## config.mk

```make
export PLATFORM = sky130hd
export DESIGN_NAME = multi_device_heartbeat_monitor_top
export DESIGN_NICKNAME = d
export VERILOG_FILES = /design/src/mdhm_pkg.sv /design/src/multi_device_heartbeat_monitor_top.sv /design/src/mdhm_ctrl.sv /design/src/mdhm_datapath.sv
export SDC_FILE = /design/constraint.sdc
export NUM_CORES = 1
export LEC_CHECK = 0
export BUFFER_PORTS_ARGS = -buffer_cell sky130_fd_sc_hd__buf_2
export CAP_MARGIN = 15
export CORE_UTILIZATION = 63
export CTS_CLUSTER_SIZE = 30
export DETAILED_ROUTE_END_ITERATION = 10
export PLACE_DENSITY = 0.8
export SLEW_MARGIN = 10
export SYNTH_ARGS = -nofsm -noshare
export SYNTH_HDL_FRONTEND = slang
export SYNTH_SLANG_ARGS = --single-unit
```

## constraint.sdc

```tcl
create_clock -name clk_i -period 9.3 [get_ports clk_i]
set_input_delay 1.86 -clock clk_i [delete_from_list [all_inputs] [get_ports clk_i]]
set_output_delay 1.86 -clock clk_i [all_outputs]
set_load 0.005 [all_outputs]
```

## src/mdhm_pkg.sv

```systemverilog
// Shared types, codes and reset constants of the heartbeat monitor.
package mdhm_pkg;

  localparam int unsigned MaxDevices     = 16;
  localparam int unsigned DevicesDefault = 16;
  localparam int unsigned CfgIdxW        = 3;
  localparam int unsigned CfgDataW       = 32;

  localparam logic [15:0] TimeoutAReset = 16'd50;
  localparam logic [15:0] TimeoutBReset = 16'd100;
  localparam logic [15:0] TimeoutCReset = 16'd500;
  localparam logic [15:0] TimeoutDReset = 16'd500;

  typedef enum logic [1:0] {
    ACT_HEARTBEAT = 2'd0,
    ACT_TICK      = 2'd1,
    ACT_CHECK     = 2'd2
  } action_e;

  typedef enum logic [1:0] {
    EV_LOST      = 2'd0,
    EV_RECOVERED = 2'd1,
    EV_SUMMARY   = 2'd2
  } event_kind_e;

  typedef enum logic [CfgIdxW-1:0] {
    REG_TIMEOUT_A = 3'd0,
    REG_TIMEOUT_B = 3'd1,
    REG_TIMEOUT_C = 3'd2,
    REG_TIMEOUT_D = 3'd3,
    REG_DEV_SEL   = 3'd4
  } reg_idx_e;

  typedef struct packed {
    logic [1:0] action;
    logic [3:0] device;
  } item_t;

  typedef struct packed {
    logic [1:0]  event_kind;
    logic [3:0]  event_device;
    logic [15:0] lost_mask;
    logic        last;
  } result_t;

  // Commands from the controller to the datapath.
  typedef struct packed {
    logic hb_write;
    logic tick;
    logic step;
    logic summary;
  } cmd_t;

endpackage

```

## src/multi_device_heartbeat_monitor_top.sv

```systemverilog
// Heartbeat monitor top level: controller and datapath.
// Heartbeat and tick leave busy low and give no beat.
// A check keeps busy high while it steps every device in turn through the
// single age compare and then issues the summary.
// Each event beat appears in the cycle after its device is visited; the summary
// beat appears in the first idle cycle. Results are strobed, never stalled.
// Reset clears the clock, last-heard stamps and lost flags, and loads timeouts.
module multi_device_heartbeat_monitor_top #(
  parameter int unsigned Devices = mdhm_pkg::DevicesDefault
) (
  input  logic                          clk_i,
  input  logic                          rst_ni,
  input  logic                          start,
  output logic                          busy,
  input  mdhm_pkg::item_t               item_i,
  output mdhm_pkg::result_t             result_o,
  output logic                          result_strobe_o,
  input  logic                          cfg_we_i,
  input  logic [mdhm_pkg::CfgIdxW-1:0]  cfg_idx_i,
  input  logic [mdhm_pkg::CfgDataW-1:0] cfg_wdata_i
);

  localparam int unsigned IdxW = (Devices > 1) ? $clog2(Devices) : 1;

  mdhm_pkg::cmd_t  cmd;
  logic [IdxW-1:0] idx;

  mdhm_ctrl #(
    .Devices (Devices),
    .IdxW    (IdxW)
  ) u_ctrl (
    .clk_i  (clk_i),
    .rst_ni (rst_ni),
    .start  (start),
    .busy   (busy),
    .item_i (item_i),
    .cmd_o  (cmd),
    .idx_o  (idx)
  );

  mdhm_datapath #(
    .Devices (Devices),
    .IdxW    (IdxW)
  ) u_datapath (
    .clk_i           (clk_i),
    .rst_ni          (rst_ni),
    .cmd_i           (cmd),
    .idx_i           (idx),
    .cfg_we_i        (cfg_we_i),
    .cfg_idx_i       (cfg_idx_i),
    .cfg_wdata_i     (cfg_wdata_i),
    .result_o        (result_o),
    .result_strobe_o (result_strobe_o)
  );

endmodule

```

## src/mdhm_ctrl.sv

```systemverilog
// Controller: accepts items and sequences the check sweep over all devices.
module mdhm_ctrl #(
  parameter int unsigned Devices = mdhm_pkg::DevicesDefault,
  parameter int unsigned IdxW    = (Devices > 1) ? $clog2(Devices) : 1
) (
  input  logic                 clk_i,
  input  logic                 rst_ni,
  input  logic                 start,
  output logic                 busy,
  input  mdhm_pkg::item_t      item_i,
  output mdhm_pkg::cmd_t       cmd_o,
  output logic [IdxW-1:0]      idx_o
);

  typedef enum logic [1:0] {
    ST_IDLE,
    ST_SWEEP,
    ST_SUMMARY
  } state_e;

  state_e          state_q;
  mdhm_pkg::cmd_t  cmd_q;
  logic [IdxW-1:0] idx_q;
  logic            dev_in_range;

  assign dev_in_range = {28'd0, item_i.device} < 32'(Devices);

  always_ff @(posedge clk_i or negedge rst_ni) begin
    if (!rst_ni) begin
      state_q <= ST_IDLE;
      cmd_q   <= '0;
      idx_q   <= '0;
    end else begin
      cmd_q <= '0;
      unique case (state_q)
        ST_IDLE: begin
          if (start) begin
            unique case (item_i.action)
              mdhm_pkg::ACT_HEARTBEAT: begin
                cmd_q.hb_write <= dev_in_range;
                idx_q          <= item_i.device[IdxW-1:0];
              end
              mdhm_pkg::ACT_TICK: begin
                cmd_q.tick <= 1'b1;
              end
              mdhm_pkg::ACT_CHECK: begin
                cmd_q.step <= 1'b1;
                idx_q      <= '0;
                state_q    <= ST_SWEEP;
              end
              default: begin
              end
            endcase
          end
        end
        ST_SWEEP: begin
          // advance one device a beat, then hand over to the summary
          if (idx_q == IdxW'(Devices - 1)) begin
            cmd_q.summary <= 1'b1;
            state_q       <= ST_SUMMARY;
          end else begin
            cmd_q.step <= 1'b1;
            idx_q      <= idx_q + 1'b1;
          end
        end
        ST_SUMMARY: begin
          state_q <= ST_IDLE;
        end
        default: begin
          state_q <= ST_IDLE;
        end
      endcase
    end
  end

  assign busy  = (state_q != ST_IDLE);
  assign cmd_o = cmd_q;
  assign idx_o = idx_q;

  a_step_in_sweep: assert property (@(posedge clk_i) disable iff (!rst_ni)
    cmd_q.step |-> state_q == ST_SWEEP)
    else $error("sweep step outside sweep");

  a_summary_ends: assert property (@(posedge clk_i) disable iff (!rst_ni)
    cmd_q.summary |=> state_q == ST_IDLE && cmd_q == '0)
    else $error("summary did not end the sweep");

  a_one_cmd: assert property (@(posedge clk_i) disable iff (!rst_ni)
    $onehot0(cmd_q))
    else $error("more than one command at once");

endmodule

```

## src/mdhm_datapath.sv

```systemverilog
// Datapath: clock, last-heard stamps, lost flags, timeout registers, results.
module mdhm_datapath #(
  parameter int unsigned Devices = mdhm_pkg::DevicesDefault,
  parameter int unsigned IdxW    = (Devices > 1) ? $clog2(Devices) : 1
) (
  input  logic                          clk_i,
  input  logic                          rst_ni,
  input  mdhm_pkg::cmd_t                cmd_i,
  input  logic [IdxW-1:0]               idx_i,
  input  logic                          cfg_we_i,
  input  logic [mdhm_pkg::CfgIdxW-1:0]  cfg_idx_i,
  input  logic [mdhm_pkg::CfgDataW-1:0] cfg_wdata_i,
  output mdhm_pkg::result_t             result_o,
  output logic                          result_strobe_o
);

  logic [15:0]        timeout_q [4];
  logic [31:0]        dev_sel_q;
  logic [31:0]        now_q;
  logic [31:0]        heard_q [Devices];
  logic [Devices-1:0] lost_q;
  logic [Devices-1:0] lost_d;

  mdhm_pkg::result_t  res_q;
  logic               res_valid_q;

  logic [1:0]  sel;
  logic [31:0] age;
  logic [31:0] limit;
  logic        over;
  logic        was_lost;
  logic        change;

  assign sel      = dev_sel_q[{idx_i, 1'b0} +: 2];
  assign limit    = {16'd0, timeout_q[sel]};
  assign age      = now_q - heard_q[idx_i];
  assign over     = age > limit;
  assign was_lost = lost_q[idx_i];
  assign change   = over ^ was_lost;

  always_comb begin
    lost_d = lost_q;
    if (cmd_i.step && change) begin
      lost_d[idx_i] = over;
    end
  end

  always_ff @(posedge clk_i or negedge rst_ni) begin
    if (!rst_ni) begin
      timeout_q[0] <= mdhm_pkg::TimeoutAReset;
      timeout_q[1] <= mdhm_pkg::TimeoutBReset;
      timeout_q[2] <= mdhm_pkg::TimeoutCReset;
      timeout_q[3] <= mdhm_pkg::TimeoutDReset;
      dev_sel_q    <= '0;
    end else if (cfg_we_i) begin
      unique case (cfg_idx_i)
        mdhm_pkg::REG_TIMEOUT_A: timeout_q[0] <= cfg_wdata_i[15:0];
        mdhm_pkg::REG_TIMEOUT_B: timeout_q[1] <= cfg_wdata_i[15:0];
        mdhm_pkg::REG_TIMEOUT_C: timeout_q[2] <= cfg_wdata_i[15:0];
        mdhm_pkg::REG_TIMEOUT_D: timeout_q[3] <= cfg_wdata_i[15:0];
        mdhm_pkg::REG_DEV_SEL:   dev_sel_q    <= cfg_wdata_i;
        default: begin
        end
      endcase
    end
  end

  always_ff @(posedge clk_i or negedge rst_ni) begin
    if (!rst_ni) begin
      now_q  <= '0;
      lost_q <= '0;
      for (int i = 0; i < int'(Devices); i++) begin
        heard_q[i] <= '0;
      end
    end else begin
      if (cmd_i.tick) begin
        now_q <= now_q + 32'd1;
      end
      if (cmd_i.hb_write) begin
        heard_q[idx_i] <= now_q;
      end
      lost_q <= lost_d;
    end
  end

  always_ff @(posedge clk_i or negedge rst_ni) begin
    if (!rst_ni) begin
      res_valid_q <= 1'b0;
    end else begin
      res_valid_q <= (cmd_i.step && change) || cmd_i.summary;
    end
  end

  // result payload: event of this step, or the summary beat
  always_ff @(posedge clk_i) begin
    if (cmd_i.summary) begin
      res_q.event_kind   <= mdhm_pkg::EV_SUMMARY;
      res_q.event_device <= '0;
      res_q.lost_mask    <= 16'(lost_q);
      res_q.last         <= 1'b1;
    end else if (cmd_i.step && change) begin
      res_q.event_kind   <= over ? mdhm_pkg::EV_LOST : mdhm_pkg::EV_RECOVERED;
      res_q.event_device <= 4'(idx_i);
      res_q.lost_mask    <= 16'(lost_d);
      res_q.last         <= 1'b0;
    end
  end

  assign result_o        = res_q;
  assign result_strobe_o = res_valid_q;

  a_tick_advance: assert property (@(posedge clk_i) disable iff (!rst_ni)
    cmd_i.tick |=> now_q == $past(now_q) + 32'd1)
    else $error("tick did not advance the clock");

  a_lost_bit_set: assert property (@(posedge clk_i) disable iff (!rst_ni)
    res_valid_q && res_q.event_kind == mdhm_pkg::EV_LOST
      |-> res_q.lost_mask[res_q.event_device])
    else $error("lost beat without its mask bit");

  a_summary_shape: assert property (@(posedge clk_i) disable iff (!rst_ni)
    res_valid_q && res_q.last
      |-> res_q.event_kind == mdhm_pkg::EV_SUMMARY && res_q.event_device == 4'd0)
    else $error("last beat is not a clean summary");

endmodule
```

==> reports/results.tsv <==
stage	metric	value	unit
synth	multiplexer area fraction after synthesis	0.328	
clocking	CTS Buf Count	72	
synth	Post-synth EDFFs	16	
global_routing	initial antenna violation count	0	
drt	1st-iter DRT viols	1668	
synth	Synth Net Count	2492	
drt	drt total wl	77700	µm
clocking	Hold-fix buffers, CTS	0	
die	Die W	232	µm
die	Core ar.	52400	µm²
sta	Fmax	131	MHz
synth	Post-Synth Simple-Gate Area	0.0478	
synth	Synth Area in Compound Gates	0.0426	
synth	#FFs+latches synth	689	
clocking	CTS H-tree depth	3	
power	Psw	2.85	mW
setup_path	crit path max fanout	46	
setup_path	critical path type	flip-flop to flip-flop	
synth	register area share after synthesis	0.518	
synth	syn_area_per_cell	14.0	µm²
synth	Mapped Cells	2392	
global_routing	final global-route overflow total	0	
synth	post-synthesis xor/xnor area fraction	0.0131	
die	die footprint	54000	µm²
clocking	Clock Path Buffers	3	
power	P_int	6.15	mW
layout	Finished Core Util	0.701	
setup_path	Worst EP required	9.49	ns
sta	actual slew at the worst max-slew pin	1.07	ns
power	combinational power share	0.281	
clocking	root buffer cell	clkbuf_16	
layout	Design Area, Final	36700	µm²
sta	Setup violations, final	0	
drt	Pre-Repair DR Iteration Count	6	
power	Sw Share	0.316	
sta	Final Hold Fails	0	
clocking	Reg clk slew, reported paths	0.06	ns
die	die height	232	µm
sta	Slew Limit Fails	0	
clocking	clock latency on the worst-skew pair	0.61	ns
synth	asr flop ratio synth	0.968	
clocking	CTS Sinks	689	
synth	leading area contributor after synthesis	dfrtp_1	
power	Tot Pwr	9.00	mW
status	status	completed	
sta	Final Cycle Share	0.822	
sta	setup TNS	0	ns
global_routing	largest net degree at the start of global routing	191	
die	initial core utilization	0.637	
setup_path	crit end category	flip-flop	
layout	net count reported at finish	2469	
sta	Fin Hold WS	0.459	ns
die	# rows	84	
setup_path	CP startpoint kind	flip-flop	
global_routing	gr usage total	0.302	
placed_design	Placer Congestion	0.895	
global_routing	first-pass GRT wire length	124000	µm
clocking	post-CTS setup buffers	0	
clocking	number of gates resized after CTS	0	
layout	Area Overhead vs Synth	9.94	%
sta	RSZ-0062 raised after global routing	no	
layout	Finished Layout Cells	3115	
sta	clk_skew	0.0208	ns
synth	ys flop type	dfrtp_1	
drt	routed length per instance	25.0	µm
synth	Synth Area in Adders	0.0208	
power	Flop pwr share	0.389	
min_path	Min-Delay Path Class	flip-flop to flip-flop	
setup_path	worst path arrival time	7.83	ns
power	leakage	17.2	nW
drt	DR vias/cell	6.51	
placed_design	DP Worst Slack	1.57	ns
power	Clock power frac	0.330	
drt	DRC violations left	0	
drt	ANT nets after route	0	
layout	share of layout cells above drive strength 1	0.430	
placed_design	Placed Area	34300	µm²
sta	Tmin final	7.64	ns
sta	Slew HR	0.285	
power	worst vdd ir	202	µV
clocking	CTS tree	yes	
sta	final setup margin	1.66	ns
job	Max-Cap Viols	0	
placed_design	Post-DP HPWL	45500	µm
placed_design	port bufs	69	
synth	synth unique cells	69	
synth	synth warn	0	
synth	combinational family with the most area after synthesis	multiplexers	
drt	DR vias	20300	
synth	Area contributors post-synth	dfrtp_1, mux2_2, mux4_2	
power	PD cells	245	nW/µm²
layout	n_diodes	0	
synth	Synth top area share	0.486	
global_routing	vias in the first global route	21600	
die	# IOs	70	
placed_design	Placed Cells	2983	
synth	Cell Area, Synth	33400	µm²
==> sequential cells by signal, summed over array words and instances, names as in the netlist <==
name,cells
u_datapath.dev_sel_q,32
u_ctrl.idx_o,4
u_datapath.result_o,22
u_ctrl.cmd_o,4
u_datapath.result_strobe_o,1
u_datapath.now_q,32
u_datapath.heard_q,512
u_datapath.lost_q,16
u_datapath.timeout_q,64
u_ctrl.state_q,2
==> area by class of cell <==
type / instances / area, µm²
flip-flops and latches: 689 / 17300
well taps: 688 / 861
clock inverters: 20 / 275
inverters: 63 / 236
fillers: 3428 / 15700
repair buffers: 97 / 616
clock buffers: 112 / 2200
multi-input cells: 1446 / 15200
==> kinds of logic after synthesis <==
| kind of cell | Yosys count |
|---|---|
| AND/OR/NAND/NOR | 330 |
| AO/OA/AOI/OAI | 228 |
| adder cells (fa/ha/maj) | 55 |
| multiplexers | 783 |
| XOR/XNOR | 50 |
| flip-flops | 689 |
| buffers and inverters | 257 |
==> cells in the mapped netlist, types with 18 or more instances <==
cell type	n
mux2_2	587
dfrtp_1	649
clkbuf_1	152
o21ai_0	92
xnor2_1	35
a21oi_1	60
dfstp_2	18
nor2_1	69
nand3_1	34
nand2_1	110
nand4_1	19
buf_1	35
and2_1	22
ha_1	54
inv_1	62
mux4_2	191
==> layer usage <==
metal	wire length (µm)	up-vias	GRT usage
li1	-	8763	-
met1	31900	10800	0.408
met2	39000	621	0.502
met3	4650	152	0.0479
met4	2220	0	0.102
met5	0	-	0
==> power by group through the flow <==
| stage | combinational, mW | sequential (mW) | clock (mW) |
|---|---|---|---|
| floorplan | 1.95 | 3.35 | 0 |
| global placement | 2.48 | 3.54 | 0 |
| detailed placement | 2.52 | 3.56 | 0 |
| CTS | 2.54 | 3.50 | 3.02 |
| global route | 2.77 | 3.54 | 3.14 |
| finish | 2.53 | 3.50 | 2.97 |
==> placed cells by master, fill, tap and decap left out, drive strengths merged, types with 16 or more instances in the layout <==
master / Yosys / routed
ha: 54 / 54
nand3: 34 / 34
nand4: 19 / 19
mux4: 191 / 191
buf: 41 / 97
xnor2: 35 / 35
a21oi: 60 / 60
edfxtp: 16 / 16
clkbuf: 153 / 112
o21ai: 92 / 92
and2: 23 / 23
inv: 62 / 66
nor2: 69 / 69
mux2: 587 / 587
dfrtp: 649 / 649
dfstp: 18 / 18
a221oi: 17 / 17
nand2: 110 / 110
==> path summary, 6_finish.rpt <==
| path | slack [ns] | cells past startpoint | endpoint | startpoint |
|---|---|---|---|---|
| worst max-delay path | 1.66 | 21 | u_datapath.result_o[7] | u_ctrl.idx_o[0] |
| worst min-delay path | 0.46 | 2 | u_datapath.result_o[18] | u_datapath.result_o[18] |
| worst max register to register | 1.66 | 21 | u_datapath.result_o[7] | u_ctrl.idx_o[0] |
| worst min register to register | 0.46 | 2 | u_datapath.result_o[18] | u_datapath.result_o[18] |
| max in group asynchronous | 6.00 | 3 | u_datapath.heard_q[255] | rst_ni |
| min in group asynchronous | 1.29 | 1 | u_datapath.timeout_q[42] | rst_ni |
==> critical path, cell delays in order, from the launching register on <==
cell	delay [ns]
dfrtp_4	0.86
buf_4	0.85
mux4_2	0.59
mux4_2	0.47
inv_1	0.07
ha_1	0.30
a21oi_1	0.21
o21ai_0	0.18
a21oi_1	0.18
xnor2_1	0.08
ha_1	0.30
nand3_1	0.10
or4_1	0.58
nor2_1	0.13
a31oi_1	0.08
nor4b_1	0.32
o2111ai_1	0.16
nor4_2	0.20
o2111ai_2	0.15
buf_4	0.24
mux2i_4	0.51
nand2_1	0.57
(Power assumes the default switching activity.)
